File: config.mk
export PLATFORM = sky130hd
export DESIGN_NAME = cna_div_step
export DESIGN_NICKNAME = d
export VERILOG_FILES = /design/src/design/cna_pkg.sv /design/src/design/cna_div_step.sv
export SDC_FILE = /design/constraint.sdc
export NUM_CORES = 1
export LEC_CHECK = 0
export CAP_MARGIN = 10
export CORE_MARGIN = 4
export CORE_UTILIZATION = 59
export DETAILED_ROUTE_END_ITERATION = 7
export DONT_BUFFER_PORTS = 1
export MAX_ROUTING_LAYER = met4
export PLACE_DENSITY = 0.75
export SLEW_MARGIN = 15
export SYNTH_ARGS = -nofsm -noshare
export SYNTH_HDL_FRONTEND = slang
export SYNTH_SLANG_ARGS = --single-unit
File: constraint.sdc
create_clock -name i_clk -period 5.6 [get_ports i_clk]
set_input_delay 0.84 -clock i_clk [delete_from_list [all_inputs] [get_ports i_clk]]
set_output_delay 0.84 -clock i_clk [all_outputs]
set_load 0.02 [all_outputs]
File: src/design/cna_pkg.sv
`timescale 1ns / 1ps

package cna_pkg;

    localparam int FRAC_BITS = 8;
    localparam int OP_W      = 16;
    localparam int PROD_W    = 2 * OP_W;
    localparam int SUM_W     = PROD_W + 1;
    localparam int MAG_W     = PROD_W;
    localparam int NUM_W     = MAG_W + FRAC_BITS;
    localparam int QT_W      = OP_W;
    localparam int CMP_W     = MAG_W + QT_W;
    localparam int STEP_W    = $clog2(QT_W);
    localparam int CLAMP_W   = SUM_W + 1;

    typedef enum logic [2:0] {
        CMD_ADD = 3'd0,
        CMD_SUB = 3'd1,
        CMD_MUL = 3'd2,
        CMD_DIV = 3'd3,
        CMD_EQ  = 3'd4,
        CMD_NE  = 3'd5,
        CMD_GT  = 3'd6,
        CMD_LT  = 3'd7
    } t_cmd;

    // per-item info that rides alongside the divider
    typedef struct packed {
        logic            is_div;
        logic            dz;
        logic            neg_re;
        logic            neg_im;
        logic [OP_W-1:0] re;
        logic [OP_W-1:0] im;
        logic            cmp;
        logic            sat;
        logic            ovf_re;
        logic            ovf_im;
    } t_side;

    typedef struct packed {
        t_side            side;
        logic [NUM_W-1:0] rem_re;
        logic [NUM_W-1:0] rem_im;
        logic [QT_W-1:0]  q_re;
        logic [QT_W-1:0]  q_im;
        logic [MAG_W-1:0] divisor;
    } t_div_state;

    // clamp to the signed result range; returns {sat, value}
    function automatic logic [OP_W:0] clamp_q(input logic signed [CLAMP_W-1:0] v);
        logic signed [CLAMP_W-1:0] hi;
        logic signed [CLAMP_W-1:0] lo;
        logic [OP_W:0]             r;
        hi = CLAMP_W'(signed'({1'b0, {(OP_W-1){1'b1}}}));
        lo = CLAMP_W'(signed'({1'b1, {(OP_W-1){1'b0}}}));
        if (v > hi) begin
            r = {1'b1, hi[OP_W-1:0]};
        end else if (v < lo) begin
            r = {1'b1, lo[OP_W-1:0]};
        end else begin
            r = {1'b0, v[OP_W-1:0]};
        end
        return r;
    endfunction

endpackage

File: src/design/cna_div_step.sv
`timescale 1ns / 1ps

module cna_div_step (
    input  logic                        i_clk,
    input  logic                        i_rst_n,
    input  logic                        i_en,
    input  logic [cna_pkg::STEP_W-1:0]  i_bit,
    input  logic                        i_valid,
    input  cna_pkg::t_div_state         i_state,
    output logic                        o_valid,
    output cna_pkg::t_div_state         o_state
);
    import cna_pkg::*;

    t_div_state       n_state;
    logic [CMP_W-1:0] trial;
    logic [QT_W-1:0]  qbit;

    // one restoring step on each lane: subtract divisor << bit when it fits
    always_comb begin
        trial   = CMP_W'(i_state.divisor) << i_bit;
        qbit    = QT_W'(1) << i_bit;
        n_state = i_state;
        if (CMP_W'(i_state.rem_re) >= trial) begin
            n_state.rem_re = i_state.rem_re - trial[NUM_W-1:0];
            n_state.q_re   = i_state.q_re | qbit;
        end
        if (CMP_W'(i_state.rem_im) >= trial) begin
            n_state.rem_im = i_state.rem_im - trial[NUM_W-1:0];
            n_state.q_im   = i_state.q_im | qbit;
        end
    end

    always_ff @(posedge i_clk) begin
        if (!i_rst_n) begin
            o_valid <= 1'b0;
        end else if (i_en) begin
            o_valid <= i_valid;
        end
        if (i_en) begin
            o_state <= n_state;
        end
    end

endmodule

==> results.toml, run 1 <==
[placed_design]
dp_hpwl_um = 31800
io_buffers = 0
placed_cells = 1471
placed_area_um2 = 13400
gp_congestion = 0.982

[finish]
fin_nets = 1486
antenna_cells = 0
post-route-util_pct = 64.2
final_area_um2 = 14000
layout-drive-gt1-share_pct = 15.8
fill_cells = 1760
area_growth_pct = 6.77
fin_cells = 1503

[power_and_ir_drop]
p_leak_nw = 5.61
p_comb_share_pct = 30.1
p_total_mw = 4.71
switching_share_pct = 36.7
p_per_area_nw_per_um2 = 336
power_frac_seq_pct = 43.1
clockPowerShare_pct = 26.8
netSwitchingPower_mw = 1.73
internal-power_mw = 2.98
ir_worst_vdd_mv = 0.203

[clock_tree]
cts_resized = 0
clk_pin_slew_ns = 0.09
clk_latency_ns = 0.45
postCtsHoldBufs = 0
cts_sinks = 185
cts_root_buffer = "clkbuf_16"
cts_tree = "done"
cts_buffer_depth = 2
numCtsBuffers = 17
cts_setup_buffers = 0
htreeDepth = 4

[floorplanning]
start_util_pct = 60.1
die_area_um2 = 24700
core_region_area_um2 = 21900
io_pins = 377
fp.dieW_um = 157
die_h_um = 157
rows = 54

[timing]
slew_violations = 0
hold_viol = 0
fin_setup_tns_ns = 0
setup_viol = 0
max_freq_mhz = 202
layout_min_cycle_time_ns = 4.94
max_slew_margin_pct = 32.6
finClkSkew_ns = 0
worstMarginPinSlew_ns = 1.00
fin_crit_sh_pct = 88.2
grt_setup_unrepaired = "false"

[yosys]
yosys-top-cells-count = "edfxtp_1 (184), nand2_1 (110), a21oi_1 (103)"
synth.top_cell.area_share_pct = 42.0
post_synth_num_cell_types = 77
synthCells = 1227
synthTopCellsByArea = "edfxtp_1 (42%), ha_1 (7.8%), mux2_2 (5.2%)"
synth-edff-count = 184
seq_area_frac_synth_pct = 42.2
synthMostInstantiatedCell = "edfxtp_1"
synth_seq_cells = 185
yosysTopAreaCell = "edfxtp_1"
synth_nets = 1503
synth_async_sr_flop_share_pct = 0
ys_warn_count = 0
synth_area_um2 = 13200
syn_avg_cell_area_um2 = 10.7
ys_dominant_reg_cell = "edfxtp_1"

[global_routing]
grt_overflow = 0
antenna_found_initial = 1
track_usage_pct = 32.3
grt_pass1_wl_um = 58400
grt_max_degree = 186
grt_pass1_vias = 9585

[critical_path]
path_class = "primary input to register"
reg2reg_slack_ns = 4.86
critPathMaxFanout = 28
startpoint_type = "primary input"
timing.critical_path.to_type = "register"
crit_required_ns = 5.79
cp.arrival_ns = 5.13

[min_path]
min_path_type = "primary input to register"

[routing]
dr.pass1.iters = 6
antenna_left = 0
drtIter0Drc = 902
wire_per_inst_um = 27.1
dr_total_vias = 10100
wl_um = 40700
vias_per_cell = 6.73
drcViolationCount = 0

[run]
maxCapViolCount = 0

[status]
status = "complete, no violations"
worst max-delay path, cell delays in order:
cell	delay [ns]
inv_1	0.48
buf_4	0.32
mux2i_1	0.25
o21ai_0	0.24
ha_1	0.52
nand4_1	0.23
nor3_1	0.28
o211ai_1	0.12
nand3_1	0.12
a31o_1	0.20
a21oi_4	0.08
nor2_4	0.71
buf_4	0.36
mux2_2	0.37
metrics by stage:
stage               setup slack, ns  hold slack (ns)
floorplan                     0.536            0.589
global placement              0.443            0.613
detailed placement            0.281            0.644
CTS                           0.748            0.471
global route                  0.389            0.465
finish                        0.658            0.481
layer usage:
| metal | vias to the layer above | global-route usage (%) | share of wire (%) |
|---|---|---|---|
| met2 | 599 | 50.0 | 47 |
| met1 | 4794 | 41.8 | 40 |
| met5 | - | - | 0 |
| li1 | 4652 | - | - |
| met3 | 72 | 8.77 | 11 |
| met4 | 0 | 9.75 | 3.2 |
registers in the layout, indices dropped and copies added, names as in the netlist:
register and count:
o_valid 1, o_state 184
cell families (layout without fill, tap and decap cells):
kind of cell	after synthesis	after routing	synth area share, %
mux	135	135	13.3
flops	185	185	42.2
fa+ha+maj	84	84	8.10
simple gates	305	305	10.9
buf+inv	91	87	3.08
xor+xnor	70	70	4.66
compound gates	357	357	17.8
power groups by stage:
stage | Combinational (mW) | Clock (mW) | Sequential, mW
2_1_floorplan | 1.09 | 0 | 2.01
6_report | 1.42 | 1.26 | 2.03
5_1_grt | 1.53 | 1.34 | 2.04
4_1_cts | 1.39 | 1.27 | 2.04
3_5_place_dp | 1.38 | 0 | 2.06
3_3_place_gp | 1.37 | 0 | 2.06
layout make-up:
type | count | area (um^2) | share of cell area, %
clock buffer | 17 | 425 | 3.03
clock inverter | 15 | 193 | 1.37
inverter | 28 | 105 | 0.748
multi-input combinational | 951 | 7210 | 51.3
sequential | 185 | 5550 | 39.5
tap | 280 | 350 | 2.49
timing repair buffer | 27 | 215 | 1.53
placed cells by master (no fill, tap or decap), types with 11 or more instances in the layout:
master / n
a21o_1: 74
mux2i_1: 36
edfxtp_1: 184
mux4_2: 18
nand4_1: 19
a21oi_1: 103
buf_4: 26
a31o_2: 17
a31oi_1: 14
o21ai_0: 63
mux2_4: 20
mux2_2: 61
nand2_1: 109
xnor2_1: 43
ha_1: 82
o21a_1: 11
nor3_1: 12
nor2b_1: 14
inv_1: 27
nor2_1: 71
nand3_1: 31
clkbuf_16: 17
and3_1: 11
xor2_1: 27
final timing paths:
path,startpoint,end,cells after the start
setup / recovery,i_bit[2],o_state[71],14
hold / removal,i_state[181],o_state[181],0
setup reg to reg,o_valid,o_valid,2
hold reg to reg,o_valid,o_valid,2
No activity file was read; power rests on OpenSTA's default activity.
==> run 2, diff against run 1 <==
--- a/config.mk
+++ b/config.mk
@@ -5,13 +5,13 @@
 export SDC_FILE = /design/constraint.sdc
 export NUM_CORES = 1
 export LEC_CHECK = 0
+export BUFFER_PORTS_ARGS = -buffer_cell sky130_fd_sc_hd__buf_2
 export CAP_MARGIN = 10
 export CORE_MARGIN = 4
-export CORE_UTILIZATION = 59
+export CORE_UTILIZATION = 48
 export DETAILED_ROUTE_END_ITERATION = 7
-export DONT_BUFFER_PORTS = 1
 export MAX_ROUTING_LAYER = met4
-export PLACE_DENSITY = 0.75
+export PLACE_DENSITY = 0.78
 export SLEW_MARGIN = 15
 export SYNTH_ARGS = -nofsm -noshare
 export SYNTH_HDL_FRONTEND = slang
==> constraint.sdc (replaced) <==
create_clock -name i_clk -period 4.3 [get_ports i_clk]
set_input_delay 0.645 -clock i_clk [delete_from_list [all_inputs] [get_ports i_clk]]
set_output_delay 0.645 -clock i_clk [all_outputs]
set_load 0.02 [all_outputs]
==> run 2 against run 1 <==
Compared with the run above: total power grew 51%; first-iteration DRC count up 21%; worst hold slack lost 0.12 ns; non-clock buffer count increased by 705; sequential power increased by 14%; critical endpoint is now o_state[84].
==> results.toml, run 2 (synthesized netlist as in run 1, its figures left out) <==
[power_and_ir_drop]
internal-power_mw = 4.51
p_per_area_nw_per_um2 = 380
power_frac_seq_pct = 32.7
clockPowerShare_pct = 23.0
ir_worst_vdd_mv = 0.226
switching_share_pct = 36.4
p_total_mw = 7.09
p_comb_share_pct = 44.2
p_leak_nw = 8.71
netSwitchingPower_mw = 2.58

[critical_path]
critPathSlowestCell = "or4_4"
timing.critical_path.buf_inv = 5
cp_slowest_stage_delay_ns = 0.55
cp_top_family = "multiplexers"
startpoint_type = "primary input"
crit_required_ns = 4.49
path_class = "primary input to register"
timing.critical_path.to_type = "register"
crit_chain = "clkbuf_4 -> buf_12 -> buf_4 -> mux2i_1 -> o21ai_2 -> mux2i_1 -> nand2_1 -> o21ai_1 -> buf_4 -> ha_2 -> a21oi_4 -> a21boi_1 -> or4_4 -> nand2_1 -> nand3_1 -> a31o_1 -> a21oi_4 -> nor2_4 -> buf_12 -> mux2_4"
cp.arrival_ns = 4.36
critPathMaxFanout = 26

[placed_design]
dp_hpwl_um = 37700
io_buffers = 376
gp_congestion = 0.957
placed_area_um2 = 17900

[finish]
multi_input_area_um2 = 7350
fin_nets = 2191
fill_cells = 2008
top_regs = "o_state (184), o_valid (1)"
regArea_um2 = 5550
layout.cells.most_common = "buf_2"
layout-drive-gt1-share_pct = 48.0
largest_reg_flops = 184
layout_common_cells = "buf_2 (373), buf_4 (349), edfxtp_1 (184)"
final_area_um2 = 18700
area_growth_pct = 41.9
top_register = "o_state"

[timing]
fin_setup_tns_ns = 0
fin_crit_sh_pct = 97.0
worstMarginPinSlew_ns = 0.730
max_slew_margin_pct = 50.8
max_freq_mhz = 240
setup_viol = 0
finClkSkew_ns = 0
hold_viol = 0
slew_violations = 0
layout_min_cycle_time_ns = 4.17

[routing]
antenna_left = 0
wire_per_inst_um = 20.8
dr.pass1.iters = 5
wl_um = 47300
vias_per_cell = 5.71
dr_total_vias = 13000
drtIter0Drc = 1088
drcViolationCount = 0

[clock_tree]
numCtsBuffers = 17
clk_latency_ns = 0.45
cts_buffer_depth = 2
cts_root_buffer = "clkbuf_16"
htreeDepth = 4
clk_pin_slew_ns = 0.09
cts_sinks = 185
cts_tree = "done"

[floorplanning]
io_pins = 377
die_area_um2 = 30100
core_region_area_um2 = 27000
fp.dieW_um = 174
die_h_um = 174
start_util_pct = 48.8
rows = 60

[global_routing]
antenna_found_initial = 5
grt_pass1_vias = 12800
grt_overflow = 0
grt_pass1_wl_um = 71500
grt_max_degree = 81
track_usage_pct = 30.9

[run]
maxCapViolCount = 0

[min_path]
min_path_type = "primary input to register"

[status]
status = "complete, no violations"
run 2: cell count changes in the layout (fill, tap and decap cells not counted), moves of 3 or more:
cell,previous run,this run
o31ai_2,0,3
o21ai_0,63,54
mux2i_1,36,32
clkinv_8,6,2
buf_2,0,373
buf_4,26,349
o21ai_1,4,12
a21oi_1,103,94
diode_2,0,5
o31ai_1,7,4
a21oi_2,0,9
buf_12,1,5
mux2i_2,0,4
a211oi_1,7,4
run 2: metrics by stage:
stage	cells	setup slack, ns	utilization [%]	hold WS (ns)
2_1_floorplan	1227	0.00114	-	0.589
3_3_place_gp	2236	-0.587	66.5	0.492
3_5_place_dp	2236	-0.647	66.5	0.510
4_1_cts	2268	0.0117	68.7	0.353
5_1_grt	2274	-0.0434	69.2	0.352
6_report	2274	0.130	69.2	0.364
run 2: repair_timing:
item / in CTS / in global routing
resized for setup: 3 / 38
hold buffers: 0 / 0
setup endpoints to repair: 66 / 108
setup buffers: 0 / 1
gates cloned: 0 / 0
pin swaps: 0 / 5
run 2: metal layers:
layer | vias to the layer above | GRT usage, % | part of all wire, %
met2 | 626 | 53.8 | 50
met4 | 0 | 8.51 | 2.8
li1 | 6062 | - | -
met3 | 87 | 4.67 | 7.2
met5 | - | - | 0
met1 | 6215 | 37.5 | 40
run 2: worst paths after layout:
| path | startpoint | to | slack (ns) | cells past startpoint |
|---|---|---|---|---|
| worst max-delay path | i_bit[1] | o_state[84] | 0.13 | 20 |
| worst min-delay path | i_state[164] | o_state[164] | 0.36 | 1 |
| worst max register to register | o_valid | o_valid | 3.70 | 2 |
| worst min register to register | o_valid | o_valid | 0.53 | 2 |
run 2: cell type report:
cell class / count / area share (%)
diodes: 5 / 0.0670
clock buffers: 18 / 2.30
clock inverters: 14 / 0.811
inverters: 28 / 0.563
multi-input cells: 951 / 39.4
flip-flops and latches: 185 / 29.7
well taps: 341 / 2.29
repair buffers: 732 / 24.9
run 2: power by group through the flow:
stage | clock [mW] | sequential [mW] | combinational (mW)
2_1_floorplan | 0 | 2.62 | 1.42
3_3_place_gp | 0 | 2.36 | 3.00
3_5_place_dp | 0 | 2.36 | 3.05
4_1_cts | 1.65 | 2.32 | 3.08
5_1_grt | 1.72 | 2.34 | 3.37
6_report | 1.63 | 2.32 | 3.14
==> run 3, diff against run 2 <==
--- a/config.mk
+++ b/config.mk
@@ -11,7 +11,7 @@
 export CORE_UTILIZATION = 48
 export DETAILED_ROUTE_END_ITERATION = 7
 export MAX_ROUTING_LAYER = met4
-export PLACE_DENSITY = 0.78
+export PLACE_DENSITY = 0.83
 export SLEW_MARGIN = 15
 export SYNTH_ARGS = -nofsm -noshare
 export SYNTH_HDL_FRONTEND = slang
==> constraint.sdc (replaced) <==
create_clock -name i_clk -period 3.63 [get_ports i_clk]
set_input_delay 0.5445 -clock i_clk [delete_from_list [all_inputs] [get_ports i_clk]]
set_output_delay 0.5445 -clock i_clk [all_outputs]
set_load 0.02 [all_outputs]
==> run 3 against run 2 <==
Compared with the run above: the run now ends with negative setup slack left; global-route usage increased by 2.4 points; count of clock-buffer cells in the layout shrank 1; via count rose by 8.7%; register-to-register slack got worse by 0.67 ns; wire length increased by 12%; non-clock buffer count rose by 70; clock skew is the same.
==> results.toml, run 3 (synthesized netlist as in run 1, its figures left out) <==
[timing]
whs_ns = 0.255
worstMarginPinSlew_ns = 0.808
max_freq_mhz = 247
fin_setup_tns_ns = -35.65
fin_crit_sh_pct = 112
hold_viol = 0
setup_viol = 112
slew_violations = 0
grt_setup_unrepaired = "true"
layout_min_cycle_time_ns = 4.05
finClkSkew_ns = 0
fin_ws_ns = -0.424
max_slew_margin_pct = 45.7

[finish]
area_growth_pct = 57.1
regArea_um2 = 5550
top_regs = "o_state (184), o_valid (1)"
multi_input_area_um2 = 8530
fin_nets = 2261
final_area_um2 = 20700
fill_cells = 1612
layout_common_cells = "buf_4 (380), buf_2 (373), edfxtp_1 (184)"
layout.cells.most_common = "buf_4"
top_register = "o_state"
largest_reg_flops = 184
layout-drive-gt1-share_pct = 56.3

[clock_tree]
htreeDepth = 4
cts_tree = "done"
clk_pin_slew_ns = 0.09
clk_latency_ns = 0.45
cts_buffer_depth = 2
cts_root_buffer = "clkbuf_16"
postCtsHoldBufs = 0
numCtsBuffers = 17
cts_sinks = 185

[global_routing]
grt_overflow = 0
grt_max_degree = 76
antenna_found_initial = 2
grt_pass1_vias = 14200
track_usage_pct = 33.2
grt_pass1_wl_um = 77300

[floorplanning]
fp.dieW_um = 174
start_util_pct = 48.8
rows = 60
core_region_area_um2 = 27000
die_area_um2 = 30100
die_h_um = 174
io_pins = 377

[critical_path]
path_class = "primary input to register"
crit_chain = "buf_12 -> buf_8 -> mux4_2 -> mux2i_4 -> buf_6 -> nor2_2 -> a31oi_1 -> buf_4 -> buf_6 -> ha_4 -> buf_4 -> nand4_1 -> buf_4 -> nor2_1 -> o21ai_1 -> a21oi_4 -> o21ai_4 -> nand2_4 -> buf_12 -> buf_16 -> mux2_2"
critPathSlowestCell = "mux4_2"
crit_required_ns = 3.84
critPathMaxFanout = 7
timing.critical_path.to_type = "register"
startpoint_type = "primary input"
cpMostUsedCell = "buf_4"
cp_slowest_stage_delay_ns = 0.57
cp.arrival_ns = 4.26
timing.critical_path.buf_inv = 9
cp_top_family = "buffers and inverters"

[routing]
wire_per_inst_um = 22.7
drtIter0Drc = 1567
antenna_left = 0
drcViolationCount = 0
wl_um = 53200
dr_total_vias = 14100
dr.pass1.iters = 6
vias_per_cell = 6.03

[power_and_ir_drop]
p_total_mw = 9.10
p_leak_nw = 9.39
ir_worst_vdd_mv = 0.242
p_per_area_nw_per_um2 = 440

[min_path]
min_path_type = "primary input to register"

[placed_design]
io_buffers = 376
dpl_worst_slack_ns = -1.01
placed_area_um2 = 18300
dp_hpwl_um = 37300
gp_congestion = 1.03

[status]
violations = "negative setup slack"
status = "finished with violations"

[run]
maxCapViolCount = 0
-- run 3: stage by stage --
step	utilization (%)	std cells
2_1_floorplan	-	1227
3_3_place_gp	68.0	2257
3_5_place_dp	68.0	2257
4_1_cts	74.4	2320
5_1_grt	76.7	2341
6_report	76.7	2342
-- run 3: worst reg2reg max path: stages (launching register included) --
cell and delay, ns:
dfxtp_1 0.31, mux2i_1 0.13, nor2b_1 0.06
-- run 3: layout make-up --
class	count	share of cell area, %
multi-input combinational	951	41.3
sequential	185	26.8
timing repair buffer	802	26.5
tap	341	2.06
clock buffer	17	2.06
clock inverter	15	0.702
inverter	28	0.551
antenna	3	0.0363
-- run 3: power by group --
group | internal [mW] | switching [mW] | leakage [nW]
Combinational | 2.14 | 2.34 | 7.30
Clock | 0.915 | 0.967 | 0.278
Sequential | 2.66 | 0.0761 | 1.81
Total | 5.72 | 3.38 | 9.39
-- run 3: final timing paths --
check,startpoint,endpoint,slack [ns],depth (start not counted)
worst max-delay path,i_bit[0],o_state[129],-0.42,21
worst min-delay path,i_state[162],o_state[162],0.25,1
worst max register to register,o_valid,o_valid,3.03,2
worst min register to register,o_valid,o_valid,0.52,2
-- run 3: repair_timing --
item / in CTS / in global routing
endpoints found under the setup margin: 112 / 112
buffers inserted: 30 / 21
gates resized for setup: 165 / 97
hold endpoints to repair: 0 / 0
pin swaps: 55 / 48
cloned: 5 / 1
-- run 3: per-layer routing --
layer	wire [um]	vias to the layer above	track usage (%)	share of wire (%)
li1	-	6212	-	-
met1	19000	6683	37.7	36
met2	26700	946	58.2	50
met3	4240	279	5.67	8.0
met4	3270	0	14.1	6.1
met5	0	-	-	0
